===== src/hw/rtl/assert_macros.svh =====
// Assertion macros shared by the RTL files of the frame parser.
// Each macro expects signals named aclk and aresetn in the using scope.
`ifndef ASSERT_MACROS_SVH
`define ASSERT_MACROS_SVH

// The consequent must hold in the same cycle as the antecedent.
`define UFPC_ASSERT_SAME(label, ante, cons, msg) \
    label: assert property (@(posedge aclk) disable iff (!aresetn) \
        (ante) |-> (cons)) else $error(msg);

// The consequent must hold in the cycle after the antecedent.
`define UFPC_ASSERT_NEXT(label, ante, cons, msg) \
    label: assert property (@(posedge aclk) disable iff (!aresetn) \
        (ante) |=> (cons)) else $error(msg);

`endif


===== src/hw/rtl/ufpc_pkg.sv =====
// Types and constants of the UART frame parser.
// Used by ufpc_parser and by the top level uart_frame_parser_checksum.
package ufpc_pkg;

    typedef enum logic [2:0] {
        PH_HUNT,
        PH_LEN_HI,
        PH_LEN_LO,
        PH_VER,
        PH_CMD,
        PH_PAY,
        PH_SUM
    } phase_t;

    // Packed so that frame_len sits in the lowest bits.
    typedef struct packed {
        logic [7:0]  frame_sum;
        logic [7:0]  payload;
        logic [7:0]  command;
        logic [7:0]  version;
        logic [15:0] frame_len;
    } frame_t;

    typedef struct packed {
        logic   ok;
        frame_t frame;
    } parse_result_t;

    localparam int unsigned FRAME_BITS = $bits(frame_t);

    localparam logic CFG_HEADER_VALUE  = 1'b0;
    localparam logic CFG_TIMEOUT_TICKS = 1'b1;

    localparam logic ACTION_BYTE = 1'b0;
    localparam logic ACTION_TICK = 1'b1;

    localparam logic [7:0]  HEADER_RESET  = 8'd0;
    localparam logic [15:0] TIMEOUT_RESET = 16'd1000;

endpackage


===== src/hw/rtl/uart_frame_parser_checksum.sv =====
// Top level of the UART fixed-frame parser with additive checksum.
// Depends on ufpc_pkg, ufpc_parser and assert_macros.svh.
//
// Use: the slave channel carries one item per handshake, either a received
// UART byte (s_tuser = 0, byte in s_tdata) or one elapsed time tick
// (s_tuser = 1). Seven bytes form a frame: header, length high, length low,
// version, command, payload and checksum. A frame whose checksum equals the
// low eight bits of the sum of the first six bytes gives one item on the
// master channel; a bad frame gives none. A byte that arrives after more
// than timeout_ticks ticks restarts the parser before it is examined.
// A checksum byte's result is registered in the output or skid register.
// Throughput: one input item per cycle, limited only by the two-entry
// output buffer (output register plus skid register). When the receiver
// stalls, s_tready stays high until the skid register holds a result, so
// input keeps flowing through one stalled frame. The cfg channel writes
// header_value (index 0) and timeout_ticks (index 1); the user must do so
// only while the block is idle (not enforced); cfg_ready is always high.
// Reset (synchronous, aresetn low) returns the parser to header hunting,
// clears the gap counter, empties the output buffer and restores the
// registers to header 0 and timeout 1000.
`include "assert_macros.svh"

module uart_frame_parser_checksum import ufpc_pkg::*; #(
    parameter int unsigned GAP_COUNTER_BITS = 16
) (
    input  logic                  aclk,
    input  logic                  aresetn,
    input  logic                  s_tvalid,
    output logic                  s_tready,
    input  logic [7:0]            s_tdata,   // rx_byte
    input  logic                  s_tuser,   // action
    output logic                  m_tvalid,
    input  logic                  m_tready,
    // frame_len[15:0], version[23:16], command[31:24], payload[39:32],
    // frame_sum[47:40]
    output logic [FRAME_BITS-1:0] m_tdata,
    input  logic                  cfg_valid,
    output logic                  cfg_ready,
    input  logic                  cfg_addr,
    input  logic [15:0]           cfg_data
);

    logic [7:0]    header_reg;
    logic [15:0]   timeout_reg;
    logic          s_accept;
    logic          m_pop;
    parse_result_t parse_res;
    frame_t        out_reg, out_next;
    frame_t        skid_reg, skid_next;
    logic          out_valid_reg, out_valid_next;
    logic          skid_valid_reg, skid_valid_next;
    logic          push;

    assign cfg_ready = 1'b1;
    assign s_tready  = !skid_valid_reg;
    assign s_accept  = s_tvalid && s_tready;
    assign m_tvalid  = out_valid_reg;
    assign m_tdata   = out_reg;
    assign m_pop     = out_valid_reg && m_tready;
    assign push      = parse_res.ok;

    always_ff @(posedge aclk) begin
        if (!aresetn) begin
            header_reg  <= HEADER_RESET;
            timeout_reg <= TIMEOUT_RESET;
        end else if (cfg_valid && cfg_ready) begin
            case (cfg_addr)
                CFG_HEADER_VALUE:  header_reg  <= cfg_data[7:0];
                CFG_TIMEOUT_TICKS: timeout_reg <= cfg_data;
                default:           header_reg  <= header_reg;
            endcase
        end
    end

    ufpc_parser #(
        .GAP_COUNTER_BITS(GAP_COUNTER_BITS)
    ) u_parser (
        .aclk          (aclk),
        .aresetn       (aresetn),
        .item_valid    (s_accept),
        .action        (s_tuser),
        .rx_byte       (s_tdata),
        .header_value  (header_reg),
        .timeout_ticks (timeout_reg),
        .result        (parse_res)
    );

    // Output register with a skid register behind it.
    always_comb begin
        out_next        = out_reg;
        out_valid_next  = out_valid_reg;
        skid_next       = skid_reg;
        skid_valid_next = skid_valid_reg;
        if (!out_valid_reg) begin
            out_next       = parse_res.frame;
            out_valid_next = push;
        end else if (m_pop) begin
            if (skid_valid_reg) begin
                out_next        = skid_reg;
                skid_next       = parse_res.frame;
                skid_valid_next = push;
            end else begin
                out_next       = parse_res.frame;
                out_valid_next = push;
            end
        end else if (push) begin
            skid_next       = parse_res.frame;
            skid_valid_next = 1'b1;
        end
    end

    always_ff @(posedge aclk) begin
        if (!aresetn) begin
            out_valid_reg  <= 1'b0;
            skid_valid_reg <= 1'b0;
        end else begin
            out_valid_reg  <= out_valid_next;
            skid_valid_reg <= skid_valid_next;
        end
    end

    always_ff @(posedge aclk) begin
        out_reg  <= out_next;
        skid_reg <= skid_next;
    end

    `UFPC_ASSERT_SAME(a_skid_behind_out, skid_valid_reg, out_valid_reg,
        "skid register holds a frame while the output register is empty")
    `UFPC_ASSERT_SAME(a_tick_no_frame, s_accept && (s_tuser == ACTION_TICK), !parse_res.ok,
        "a tick item produced a frame")
    `UFPC_ASSERT_NEXT(a_frame_shows, parse_res.ok && !out_valid_reg, m_tvalid,
        "a good frame did not reach the output register")

endmodule


===== src/hw/rtl/ufpc_parser.sv =====
// Frame parser core: phase register, gap counter, field stores and checksum.
// Depends on ufpc_pkg for the phase enum and the result struct.
module ufpc_parser import ufpc_pkg::*; #(
    parameter int unsigned GAP_COUNTER_BITS = 16
) (
    input  logic                aclk,
    input  logic                aresetn,
    input  logic                item_valid,
    input  logic                action,
    input  logic [7:0]          rx_byte,
    input  logic [7:0]          header_value,
    input  logic [15:0]         timeout_ticks,
    output parse_result_t       result
);

    localparam int unsigned CMP_W = (GAP_COUNTER_BITS > 16) ? GAP_COUNTER_BITS : 16;
    localparam logic [GAP_COUNTER_BITS-1:0] GAP_MAX = {GAP_COUNTER_BITS{1'b1}};

    phase_t                      phase_reg, phase_next, phase_eff;
    logic [GAP_COUNTER_BITS-1:0] gap_reg, gap_next;
    logic [15:0]                 length_reg, length_next;
    logic [7:0]                  version_reg, version_next;
    logic [7:0]                  command_reg, command_next;
    logic [7:0]                  payload_reg, payload_next;
    logic [7:0]                  sum_reg, sum_next;
    logic                        byte_in;
    logic                        timed_out;

    assign byte_in   = item_valid && (action == ACTION_BYTE);
    assign timed_out = CMP_W'(gap_reg) > CMP_W'(timeout_ticks);
    // A byte after a long gap is parsed as if the parser were hunting.
    assign phase_eff = timed_out ? PH_HUNT : phase_reg;

    always_comb begin
        gap_next = gap_reg;
        if (item_valid) begin
            if (action == ACTION_TICK) begin
                if (gap_reg != GAP_MAX) begin
                    gap_next = gap_reg + 1'b1;
                end
            end else begin
                gap_next = '0;
            end
        end
    end

    // Next phase.
    always_comb begin
        phase_next = phase_reg;
        if (byte_in) begin
            case (phase_eff)
                PH_HUNT:   phase_next = (rx_byte == header_value) ? PH_LEN_HI : PH_HUNT;
                PH_LEN_HI: phase_next = PH_LEN_LO;
                PH_LEN_LO: phase_next = PH_VER;
                PH_VER:    phase_next = PH_CMD;
                PH_CMD:    phase_next = PH_PAY;
                PH_PAY:    phase_next = PH_SUM;
                PH_SUM:    phase_next = PH_HUNT;
                default:   phase_next = PH_HUNT;
            endcase
        end
    end

    // Field stores, running sum and the result.
    always_comb begin
        length_next  = length_reg;
        version_next = version_reg;
        command_next = command_reg;
        payload_next = payload_reg;
        sum_next     = sum_reg;
        result.ok    = 1'b0;
        result.frame.frame_len = length_reg;
        result.frame.version   = version_reg;
        result.frame.command   = command_reg;
        result.frame.payload   = payload_reg;
        result.frame.frame_sum = rx_byte;
        if (byte_in) begin
            case (phase_eff)
                PH_HUNT: begin
                    if (rx_byte == header_value) begin
                        sum_next = rx_byte;
                    end
                end
                PH_LEN_HI: begin
                    length_next = {rx_byte, 8'h00};
                    sum_next    = sum_reg + rx_byte;
                end
                PH_LEN_LO: begin
                    length_next = {length_reg[15:8], rx_byte};
                    sum_next    = sum_reg + rx_byte;
                end
                PH_VER: begin
                    version_next = rx_byte;
                    sum_next     = sum_reg + rx_byte;
                end
                PH_CMD: begin
                    command_next = rx_byte;
                    sum_next     = sum_reg + rx_byte;
                end
                PH_PAY: begin
                    payload_next = rx_byte;
                    sum_next     = sum_reg + rx_byte;
                end
                PH_SUM: begin
                    result.ok = (rx_byte == sum_reg);
                end
                default: begin
                    result.ok = 1'b0;
                end
            endcase
        end
    end

    always_ff @(posedge aclk) begin
        if (!aresetn) begin
            phase_reg   <= PH_HUNT;
            gap_reg     <= '0;
            length_reg  <= '0;
            version_reg <= '0;
            command_reg <= '0;
            payload_reg <= '0;
            sum_reg     <= '0;
        end else begin
            phase_reg   <= phase_next;
            gap_reg     <= gap_next;
            length_reg  <= length_next;
            version_reg <= version_next;
            command_reg <= command_next;
            payload_reg <= payload_next;
            sum_reg     <= sum_next;
        end
    end

endmodule

===== config.mk =====
export PLATFORM = sky130hd
export DESIGN_NAME = uart_frame_parser_checksum
export DESIGN_NICKNAME = d
export VERILOG_FILES = /design/src/hw/rtl/ufpc_pkg.sv /design/src/hw/rtl/uart_frame_parser_checksum.sv /design/src/hw/rtl/ufpc_parser.sv
export VERILOG_INCLUDE_DIRS = /design/src /design/src/hw/rtl
export SDC_FILE = /design/constraint.sdc
export NUM_CORES = 1
export LEC_CHECK = 0
export BUFFER_PORTS_ARGS = -buffer_cell sky130_fd_sc_hd__clkbuf_2
export CAP_MARGIN = 20
export CORE_ASPECT_RATIO = 0.6
export CORE_MARGIN = 5
export CORE_UTILIZATION = 52
export DETAILED_ROUTE_END_ITERATION = 16
export PLACE_DENSITY = 0.74
export SLEW_MARGIN = 20
export SYNTH_ARGS = -nofsm -noshare
export SYNTH_HDL_FRONTEND = slang
export SYNTH_SLANG_ARGS = --single-unit

===== constraint.sdc =====
create_clock -name aclk -period 5.6 [get_ports aclk]
set_input_delay 0.84 -clock aclk [delete_from_list [all_inputs] [get_ports aclk]]
set_output_delay 0.84 -clock aclk [all_outputs]
set_load 0.005 [all_outputs]

# Yosys cells after proc, flatten, opt, wreduce, memory -nomap -nowiden
# Cells that the tools add are included.
# classes
n_addsub	2
bitwise	3
n_lt_le_gt_ge	1
mux	22
reduce_logical	20
eq_ne	13
# op_table
operator	count
2-to-1 mux 48 bit	6
2-to-1 mux 16 bit	2
case mux 16 bit (2 select lines)	1
case mux 3 bit (6 select lines)	1
adder 16 x 1 -> 16 bit (second input constant)	1
== test 8 bit	2
greater-than comparator 16 bit	1
!= test 16 bit (second input constant)	1
case mux 8 bit (2 select lines)	1
AND reduction 2 bit	8
== test 3 bit (second input constant)	3
2-to-1 mux 1 bit	9
AND reduction 3 bit	3
adder 8 bit	1
2-to-1 mux 8 bit	1
== test 3 x 2 -> 1 bit (second input constant)	2
!= test 2 x 1 -> 1 bit (second input constant)	3
nonzero test 2 bit	3
OR reduction 5 bit	1
== test 3 x 1 -> 1 bit (second input constant)	1
logical AND 1 bit	3
logical NOT 3 bit	1
2-to-1 mux 3 bit	1
inverter 1 bit	3
2 further kinds	2
# totals
wordCells	83
input_bits	31
output_inout_bits	51
register_bits	189

# Depth between registers and ports, before layout
# Gate-level depths: netlist of run 1.
# logic_depth
word_depth	8
ltp_mapped	12
ltp_nobuf	11

# Modules after synthesis
# Synthesis of run 1 repeated with hierarchy kept, for this count alone.
# hier_totals
cells_unflattened	697
area_unflattened_um2	8285.4
# by_module_without_submodules
module	area_per_inst_um2	instances	seq_area_each_um2	cells_each
uart_frame_parser_checksum	4546.9	1	3403.3	262
ufpc_parser	3738.6	1	1341.3	435

# Worst setup path before layout of run 1
# OpenSTA, ideal clock, no wires.
# synth_timing
kind	register -> register
startpoint	register timeout_reg[15]
endpoint	register skid_reg[0] (netlist name), enable pin
setup_slack_ns	-0.540
period_less_slack_ns	6.140
path_buffers	0
setup_time_ns	0.520
arrival_ns	5.620
path_stages_with_launch	11
cell_sequence	dfxtp_1 > inv_1 > ha_1 > nand4_2 > nor3_2 > or3_4 > or3_4 > o21a_4 > nor4_1 > nand2_1 > o21ai_0
# synth_between
elab_chain_cells	7
# synth_rtl
element	line_no	source
start: declaration	uart_frame_parser_checksum.sv:44	logic [15:0] timeout_reg;
start signal: assignment	uart_frame_parser_checksum.sv:69	CFG_TIMEOUT_TICKS: timeout_reg <= cfg_data;
greater-than comparator 16 bit	ufpc_parser.sv:30	assign timed_out = CMP_W'(gap_reg) > CMP_W'(timeout_ticks);
2-to-1 mux 3 bit	ufpc_parser.sv:32	assign phase_eff = timed_out ? PH_HUNT : phase_reg;
== test 3 bit	ufpc_parser.sv:78	case (phase_eff)
2-to-1 mux 1 bit	ufpc_parser.sv:78	
2-to-1 mux 1 bit	ufpc_parser.sv:77	if (byte_in) begin
nonzero test 2 bit (no line)	-	
AND reduction 3 bit (no line)	-	
end signal: assignment	uart_frame_parser_checksum.sv:124	skid_reg <= skid_next;
end: declaration	uart_frame_parser_checksum.sv:49	frame_t skid_reg, skid_next;
# Every way passes these cells.
# A chain may end at the register's enable or synchronous reset.

# Worst setup path in the final report of run 1
# layout_timing
startpoint	register timeout_reg[9]
endpoint	register skid_reg[2] (netlist name), enable pin
# Same word-level chain as after synthesis.

==> results of run 1 <==
## synth_stat cells, types with 2 or more instances
cell,number,share of area
or3_4,2,0.0028
o21ai_0,8,0.0050
xnor2_1,17,0.019
xor2_1,11,0.012
a21o_1,3,0.0028
nand3_1,24,0.015
ha_1,24,0.037
and4_1,3,0.0033
nor4_1,5,0.0039
and3_1,3,0.0023
nand2b_1,6,0.0047
inv_1,24,0.011
and2_1,5,0.0039
o211ai_1,7,0.0065
buf_2,5,0.0031
nor2b_1,6,0.0047
nor2_1,53,0.025
nor3_1,4,0.0025
mux2_2,53,0.074
mux2i_1,33,0.041
dfxtp_1,93,0.23
a21oi_1,47,0.029
a221oi_1,2,0.0022
clkbuf_1,31,0.014
or3_1,2,0.0016
nand2_1,95,0.044
edfxtp_1,96,0.36
nand4_1,11,0.0086
or2_2,2,0.0016
## worst register-to-register path: stages, from the launching register on
cell,delay (ns)
dfxtp_1,0.31
inv_1,0.05
ha_1,0.30
a21oi_1,0.23
nor3_2,0.06
or3_4,0.38
or3_4,0.39
o21a_4,0.22
nor4_1,0.37
nand2_1,0.17
o21ai_4,0.76
buf_4,0.42
## per-layer routing
metal,up-vias,share of wire,track usage
li1,2602,-,-
met1,2586,0.49,0.2874
met2,149,0.43,0.2779
met3,25,0.063,0.04274
met4,0,0.015,0.05299
met5,-,0,0
## power breakdown
| part | internal (mW) | switching (mW) |
|---|---|---|
| sequential | 1.46 | 0.0108 |
| clock | 0.598 | 0.566 |
| combinational | 0.0508 | 0.0820 |
| total | 2.11 | 0.658 |
## cell families (layout without fill, tap and decap cells)
group / Yosys count / after routing / synth area share
buffers and inverters: 63 / 139 / 0.03079
xor gates and xnor gates: 28 / 28 / 0.03048
adders and majority gates: 25 / 25 / 0.03981
other: 1 / 1 / 0.0004660
AOI/OAI and AO/OA: 78 / 78 / 0.05800
muxes: 86 / 86 / 0.1152
DFF: 189 / 189 / 0.5896
and+or+nand+nor: 230 / 230 / 0.1356
## cell type report
cell class	count	area (sq um)
Clock buffer	18	429.2
Clock inverter	14	146.4
Fill cell	1269	6076
Inverter	25	93.84
Multi-Input combinational cell	448	3080
Sequential cell	189	4745
Tap cell	203	254.0
Timing Repair Buffer	82	415.4
## worst paths after layout
| path | start | endpoint | slack, ns | cells after the start |
|---|---|---|---|---|
| setup reg to reg | timeout_reg[9]$_SDFFE_PN1P_ | skid_reg[2]$_DFFE_PP_ | 1.63 | 11 |
| setup / recovery | timeout_reg[9]$_SDFFE_PN1P_ | skid_reg[2]$_DFFE_PP_ | 1.63 | 11 |
| hold / removal | timeout_reg[14]$_SDFFE_PN0P_ | timeout_reg[14]$_SDFFE_PN0P_ | 0.46 | 2 |
| hold reg to reg | timeout_reg[14]$_SDFFE_PN0P_ | timeout_reg[14]$_SDFFE_PN0P_ | 0.46 | 2 |
==> metrics.yaml, run 1 <==
worst_setup_path:
  end_kind: "register"
  slowest_delay_ns: 0.76
  start_kind: "register"
  critPathMaxFanout: 30
  worstSetupPathType: "register to register"
  critPathBufInv: 2
  crit_family: "simple AND/OR/NAND/NOR gates"
  cp.required_ns: 5.71
  arrival_ns: 4.09
  path_cells: "inv_1 -> ha_1 -> a21oi_1 -> nor3_2 -> or3_4 -> or3_4 -> o21a_4 -> nor4_1 -> nand2_1 -> o21ai_4 -> buf_4"
  cp_slowest_cell: "o21ai_4"
  cpMostUsedCell: "or3_4"
placement:
  port-buffer-count: 80
  place_inst: 947
  place_worst_setup_slack_ns: 1.658
  gp_congestion: 0.8433
  dp_hpwl_mm: 11.74
  placedInstanceArea_sq_mm: 0.008583
layout:
  area_growth_pct: 13.89
  insertedDiodeCount: 0
  fin_nets: 819
  stdcell_count: 979
  layout_common_cells: "edfxtp_1, nand2_1, dfxtp_1"
  drive_gt1_frac: 0.2307
  final_common_cell: "edfxtp_1"
  final_area_sq_mm: 0.009164
  fin_util: 0.6013
detailed_routing:
  drc: 0
  vias: 5362
  detail-route-antenna-nets: 0
  viasPerCell: 5.477
  wl_mm: 16.92
  drtPass1Iterations: 5
  drtIter0Drc: 349
  routedWlPerCell_microns: 17.28
power_and_ir_drop:
  p_total_mw: 2.766
  leakage_nw: 3.679
  p_per_area_mw_per_mm2: 301.8
  ir_drop_v: 0.0002003
clocking:
  clk_path_buf_depth: 2
  clkLatencyLatePin_ns: 0.43
  postCtsHoldBufs: 0
  htreeDepth: 4
  post_cts_resized: 0
  cts_root_buffer: "clkbuf_16"
  cts-buffers-inserted: 17
  cts_tree: "built"
  cts.reportedPaths.clkPinSlew_ns: 0.07
  cts_setup_buffers: 0
  cts.sinks: 189
timing:
  post-route-min-period_ns: 3.974
  slew_headroom: 0.3671
  tightestPinTransition_ns: 0.9458
  finalSetupViolCount: 0
  hold_viol_final: 0
  rsz0062_at_grt: "no"
  fin_ws_ns: 1.626
  fmax_mhz: 251.6
  drv_slew: 0
  finalSetupTns_ns: 0
  whs_ns: 0.4585
  skew_ns: 0.01113
  fin_crit_sh: 0.7096
global_route:
  grt_max_degree: 62
  grt_pass1_wl_mm: 27.41
  grt_pass1_vias: 5313
  grt_overflow: 0
  antenna_found_initial: 0
  track_usage: 0.1913
synth:
  yosysSeqAreaShare: 0.5896
  yosysWarnings: 0
  avgSynthCellArea_sq_um: 11.49
  ys_async_sr_fraction: 0
  ys_ff_latch: 189
  synth_edf_count: 96
  synthesis.area_sq_mm: 0.008046
  synth_cell_types: 54
  synthesis.nets: 756
  synth_ff_type: "edfxtp_1"
  synthCells: 700
floorplanning:
  die_area_sq_mm: 0.01814
  die_w_microns: 170.6
  rows: 35
  io_pins: 82
  die_h_microns: 106.4
  core_sq_mm: 0.01524
  initial_core_util: 0.5280
status:
  outcome: "completed"
min_path:
  min-delay-path-class: "register to register"
flow_run:
  max-cap-violations: 0
Note: power is estimated with default switching activity, not from simulation.
==> run 2, diff against run 1 <==
Clock period 5.6 ns to 3.33 ns, I/O delays scaled along.
==> run 2 against run 1 <==
Global-route usage rose by 0.46 points; clock skew fell by 0.0018 ns; sequential cell count did not move; die area did not move; wire length rose by 1.7%; worst hold slack got worse by 0.16 ns; maximum frequency rose by 27%; via count rose by 0.58%; first-iteration DRC count rose by 12%; non-clock buffer count rose by 11; clock power rose by 68%; largest cell class unchanged; largest power group unchanged.
==> metrics.yaml, run 2 (synthesis gave the netlist of run 1 again) <==
status:
  outcome: "completed"
power_and_ir_drop:
  combinationalPowerShare: 0.049
  ir_drop_v: 0.0002831
  switchingPower_mw: 1.106
  p_int_mw: 3.545
  clkPwrFrac: 0.419
  leakage_nw: 3.733
  p_sw_frac: 0.2379
  p_per_area_mw_per_mm2: 502.1
  seqPwrFrac: 0.531
clocking:
  cts-buffers-inserted: 17
  cts_setup_buffers: 0
  cts.sinks: 189
  post_cts_resized: 0
  clkLatencyLatePin_ns: 0.43
  cts_tree: "built"
  clk_path_buf_depth: 2
  postCtsHoldBufs: 0
  cts.reportedPaths.clkPinSlew_ns: 0.07
  htreeDepth: 4
  cts_root_buffer: "clkbuf_16"
global_route:
  track_usage: 0.1959
  grt_pass1_vias: 5365
  grt_max_degree: 62
  grt_overflow: 0
  grt_pass1_wl_mm: 27.83
  antenna_found_initial: 0
placement:
  port-buffer-count: 80
  place_worst_setup_slack_ns: 0.2957
  dp_hpwl_mm: 11.57
  gp_congestion: 0.9243
floorplanning:
  die_area_sq_mm: 0.01814
  core_sq_mm: 0.01524
  rows: 35
  initial_core_util: 0.5280
  io_pins: 82
  die_h_microns: 106.4
  die_w_microns: 170.6
timing:
  fin_ws_ns: 0.1956
  post-route-min-period_ns: 3.134
  hold_viol_final: 0
  drv_slew: 0
  rsz0062_at_grt: "no"
  whs_ns: 0.2962
  fin_crit_sh: 0.9413
  tightestPinTransition_ns: 0.8284
  slew_headroom: 0.4426
  finalSetupTns_ns: 0
  fmax_mhz: 319.0
  skew_ns: 0.009296
  finalSetupViolCount: 0
detailed_routing:
  drc: 0
  drtIter0Drc: 392
  routedWlPerCell_microns: 17.39
  wl_mm: 17.21
  detail-route-antenna-nets: 0
  viasPerCell: 5.447
  drtPass1Iterations: 5
  vias: 5393
worst_setup_path:
  worstSetupPathType: "register to register"
  critPathMaxFanout: 16
  arrival_ns: 3.41
  cp.required_ns: 3.60
  end_kind: "register"
  start_kind: "register"
layout:
  fin_nets: 830
  drive_gt1_frac: 0.2440
  insertedDiodeCount: 0
  final_common_cell: "edfxtp_1"
  area_growth_pct: 15.13
  fin_util: 0.6079
  layout_common_cells: "edfxtp_1, nand2_1, dfxtp_1"
flow_run:
  max-cap-violations: 0
min_path:
  min-delay-path-class: "input pin to register"
==> run 2: per-stage QoR <==
stage	cells	power [mW]	area [sq um]
after floorplan	700	2.670	8075
after global placement	958	2.740	8691
after detailed placement	958	2.751	8691
after CTS	990	4.677	9259
after global routing	990	4.816	9264
final	990	4.651	9264
==> run 2: routing by layer <==
layer / track usage / vias to the layer above / share of wire
met5: 0 / - / 0
met4: 0.05128 / 0 / 0.014
met3: 0.04274 / 26 / 0.059
met2: 0.2996 / 146 / 0.44
met1: 0.2838 / 2605 / 0.49
li1: - / 2616 / -
==> run 2: final timing paths <==
check,startpoint,end,slack [ns],depth (start not counted)
setup / recovery,u_parser.gap_reg[9]$_SDFFE_PN0P_,u_parser.length_reg[6]$_SDFFE_PN0P_,0.20,10
hold / removal,cfg_data[12],timeout_reg[12]$_SDFFE_PN0P_,0.30,3
hold reg to reg,timeout_reg[11]$_SDFFE_PN0P_,timeout_reg[11]$_SDFFE_PN0P_,0.46,2
setup reg to reg,u_parser.gap_reg[9]$_SDFFE_PN0P_,u_parser.length_reg[6]$_SDFFE_PN0P_,0.20,10
==> run 2: final cells by class <==
class | instances | area, sq um
Clock inverter | 14 | 138.9
Multi-Input combinational cell | 448 | 3093
Fill cell | 1244 | 5976
Timing Repair Buffer | 93 | 510.5
Sequential cell | 189 | 4745
Tap cell | 203 | 254.0
Clock buffer | 18 | 429.2
Inverter | 25 | 93.84
==> run 2: power by group through the flow <==
stage / Combinational [mW] / Sequential [mW] / Clock [mW]
floorplan: 0.151 / 2.52 / 0
global placement: 0.219 / 2.52 / 0
detailed placement: 0.227 / 2.52 / 0
CTS: 0.230 / 2.47 / 1.98
global route: 0.255 / 2.47 / 2.09
finish: 0.230 / 2.47 / 1.95
==> run 2: critical path, cell delays in order, from the launching register on <==
cell and delay [ns]:
dfxtp_1 0.40, ha_1 0.27, a21oi_1 0.26, nor3_2 0.06, or3_4 0.38, or3_4 0.38, o21ai_1 0.19, buf_4 0.20
nand3_1 0.45, nand3_1 0.29, a21oi_1 0.11
==> run 3, diff against run 2 <==
Settings changed: CTS_CLUSTER_DIAMETER set to 150, SYNTH_HIERARCHICAL set to 1.
==> run 3 against run 2 <==
Design area grew 2.7%; sequential share of layout area shrank 1.3 points; cell count is the same; non-clock buffer count grew 5; core utilization grew 0.58 points; critical path depth is the same; clock-buffer cell count shrank 1; clock skew grew 0.0041 ns.
==> metrics.yaml, run 3 <==
worst_setup_path:
  slowest_delay_ns: 0.48
  setup.worst_path.start: "u_parser/gap_reg[15]$_SDFFE_PN0P_"
  endpoint: "skid_reg[30]$_DFFE_PP_"
  start_kind: "register"
  end_kind: "register"
  r2r_slack_ns: 0.25
  reg2reg_to: "skid_reg[30]$_DFFE_PP_"
  r2r_cells: 10
  r2r-start: "u_parser/gap_reg[15]$_SDFFE_PN0P_"
  critPathMaxFanout: 34
  path_cells: "ha_1 -> nand4_2 -> nor4_1 -> a31o_1 -> nand2_1 -> nor3_1 -> buf_4 -> mux2i_1 -> nor2b_4 -> buf_12"
  cp_slowest_cell: "nor4_1"
  cp.required_ns: 3.45
  arrival_ns: 3.20
  worstSetupPathType: "register to register"
detailed_routing:
  routedWlPerCell_microns: 18.67
  drc: 0
  wl_mm: 18.49
  drtIter0Drc: 398
  viasPerCell: 5.481
  detail-route-antenna-nets: 0
  drtPass1Iterations: 5
  vias: 5426
timing:
  tightestPinTransition_ns: 0.7762
  fin_ws_ns: 0.2501
  skew_ns: 0.01339
  slew_headroom: 0.4825
  post-route-min-period_ns: 3.080
  hold_viol_final: 0
  fin_crit_sh: 0.9249
  fmax_mhz: 324.7
  rsz0062_at_grt: "no"
  drv_slew: 0
  finalSetupViolCount: 0
  finalSetupTns_ns: 0
power_and_ir_drop:
  combinationalPowerShare: 0.052
  p_int_mw: 3.660
  clkPwrFrac: 0.439
  seqPwrFrac: 0.509
  leakage_nw: 4.004
  p_sw_frac: 0.2472
  switchingPower_mw: 1.202
  p_per_area_mw_per_mm2: 511.0
  ir_drop_v: 0.0003779
layout:
  layout_common_cells: "edfxtp_1, dfxtp_1, clkbuf_2"
  area_growth_pct: 14.81
  stdcell_count: 990
  drive_gt1_frac: 0.2465
  fin_util: 0.6136
  insertedDiodeCount: 0
  fin_nets: 830
  final_common_cell: "edfxtp_1"
floorplanning:
  die_h_microns: 107.8
  die_area_sq_mm: 0.01864
  initial_core_util: 0.5345
  die_w_microns: 173.0
  io_pins: 82
  core_sq_mm: 0.01550
  rows: 35
clocking:
  cts_tree: "built"
  cts_setup_buffers: 0
  clkLatencyLatePin_ns: 0.43
  cts.sinks: 189
  cts-buffers-inserted: 17
  cts.reportedPaths.clkPinSlew_ns: 0.08
  cts_root_buffer: "clkbuf_16"
  clk_path_buf_depth: 2
  htreeDepth: 4
  post_cts_resized: 0
  postCtsHoldBufs: 0
global_route:
  grt_max_degree: 49
  grt_pass1_vias: 5187
  track_usage: 0.2000
  grt_pass1_wl_mm: 29.16
  grt_overflow: 0
  antenna_found_initial: 0
status:
  outcome: "completed"
synth:
  synthCells: 697
  synthesis.area_sq_mm: 0.008285
  synth_edf_count: 96
  yosysSeqAreaShare: 0.5726
  yosys.cell_count.top_type: "edfxtp_1"
  synth_top_area_cell: "edfxtp_1"
  ys_ff_latch: 189
  synth.area.top_cells: "edfxtp_1, dfxtp_1, mux2i_1"
  synth_cell_types: 55
  ys_async_sr_fraction: 0
  synthTopCellsByCount: "edfxtp_1, dfxtp_1, nand2_1, mux2i_1"
  avgSynthCellArea_sq_um: 11.89
  synth_top_area_share: 0.3479
  synthesis.nets: 753
  synth_ff_type: "edfxtp_1"
  yosysWarnings: 6
min_path:
  min-delay-path-class: "input pin to register"
placement:
  gp_congestion: 0.9444
  dp_hpwl_mm: 12.83
  place_inst: 958
  port-buffer-count: 80
  place_worst_setup_slack_ns: 0.3340
flow_run:
  max-cap-violations: 0
-- run 3: changes by cell type after synthesis, sizes merged, moves of 9 or more --
cell	delta
a21boi	+13
a21oi	-17
buf	+20
clkbuf	-18
inv	+9
nand2	-26
nor2	-22
nor2b	+27
o21a	+9
o21ai	+18
xnor2	-9
-- run 3: stage by stage --
step	hold WS, ns	total power, mW	area (sq um)
finish	0.2819	4.861	9513
global route	0.2733	5.028	9513
CTS	0.2696	4.887	9513
detailed placement	0.4378	2.775	8877
global placement	0.4376	2.768	8877
floorplan	0.4164	2.685	8293
-- run 3: power by group through the flow --
stage | logic, mW | registers, mW | clock network [mW]
floorplan | 0.165 | 2.52 | 0
global placement | 0.243 | 2.53 | 0
detailed placement | 0.248 | 2.53 | 0
CTS | 0.250 | 2.47 | 2.16
global route | 0.277 | 2.48 | 2.27
finish | 0.252 | 2.47 | 2.14
-- run 3: cell families after synthesis --
group / after synthesis / synth area share
and+or+nand+nor: 204 / 0.1237
DFF: 189 / 0.5726
AOI/OAI and AO/OA: 97 / 0.07838
muxes: 82 / 0.1154
buffers and inverters: 73 / 0.04334
xor gates and xnor gates: 26 / 0.02748
adders and majority gates: 25 / 0.03866
other: 1 / 0.0004526
-- run 3: layout make-up --
type                            count  area, sq um
Multi-Input combinational cell    435         3207
Inverter                           33        123.9
Tap cell                          203        254.0
Timing Repair Buffer               98        548.0
Clock inverter                     15        210.2
Clock buffer                       17        425.4
Fill cell                        1189         5989
Sequential cell                   189         4745
-- run 3: how the worst min path moves through the flow --
stage | from | to | slack (ns) | depth (start not counted)
floorplan | u_parser/length_reg[0]$_SDFFE_PN0P_ | skid_reg[0]$_DFFE_PP_ | 0.42 | 0
global placement | u_parser/length_reg[8]$_SDFFE_PN0P_ | skid_reg[8]$_DFFE_PP_ | 0.44 | 0
detailed placement | u_parser/length_reg[2]$_SDFFE_PN0P_ | skid_reg[2]$_DFFE_PP_ | 0.44 | 0
CTS | cfg_data[14] | timeout_reg[14]$_SDFFE_PN0P_ | 0.27 | 3
global route | cfg_data[13] | timeout_reg[13]$_SDFFE_PN0P_ | 0.27 | 3
finish | cfg_data[14] | timeout_reg[14]$_SDFFE_PN0P_ | 0.28 | 3
-- run 3: routing by layer --
metal,global-route usage,wire length (microns)
met5,0,0
met4,0.04952,106
met3,0.04317,1214
met2,0.2881,7804
met1,0.3059,9362
-- run 3: critical path, delay by kind of cell (launching register included) --
family	cells	cell delay [ns]
and+or+nand+nor	5	1.29
DFF	1	0.37
AOI/OAI and AO/OA	1	0.19
muxes	1	0.10
adders and majority gates	1	0.36
buffers and inverters	2	0.42
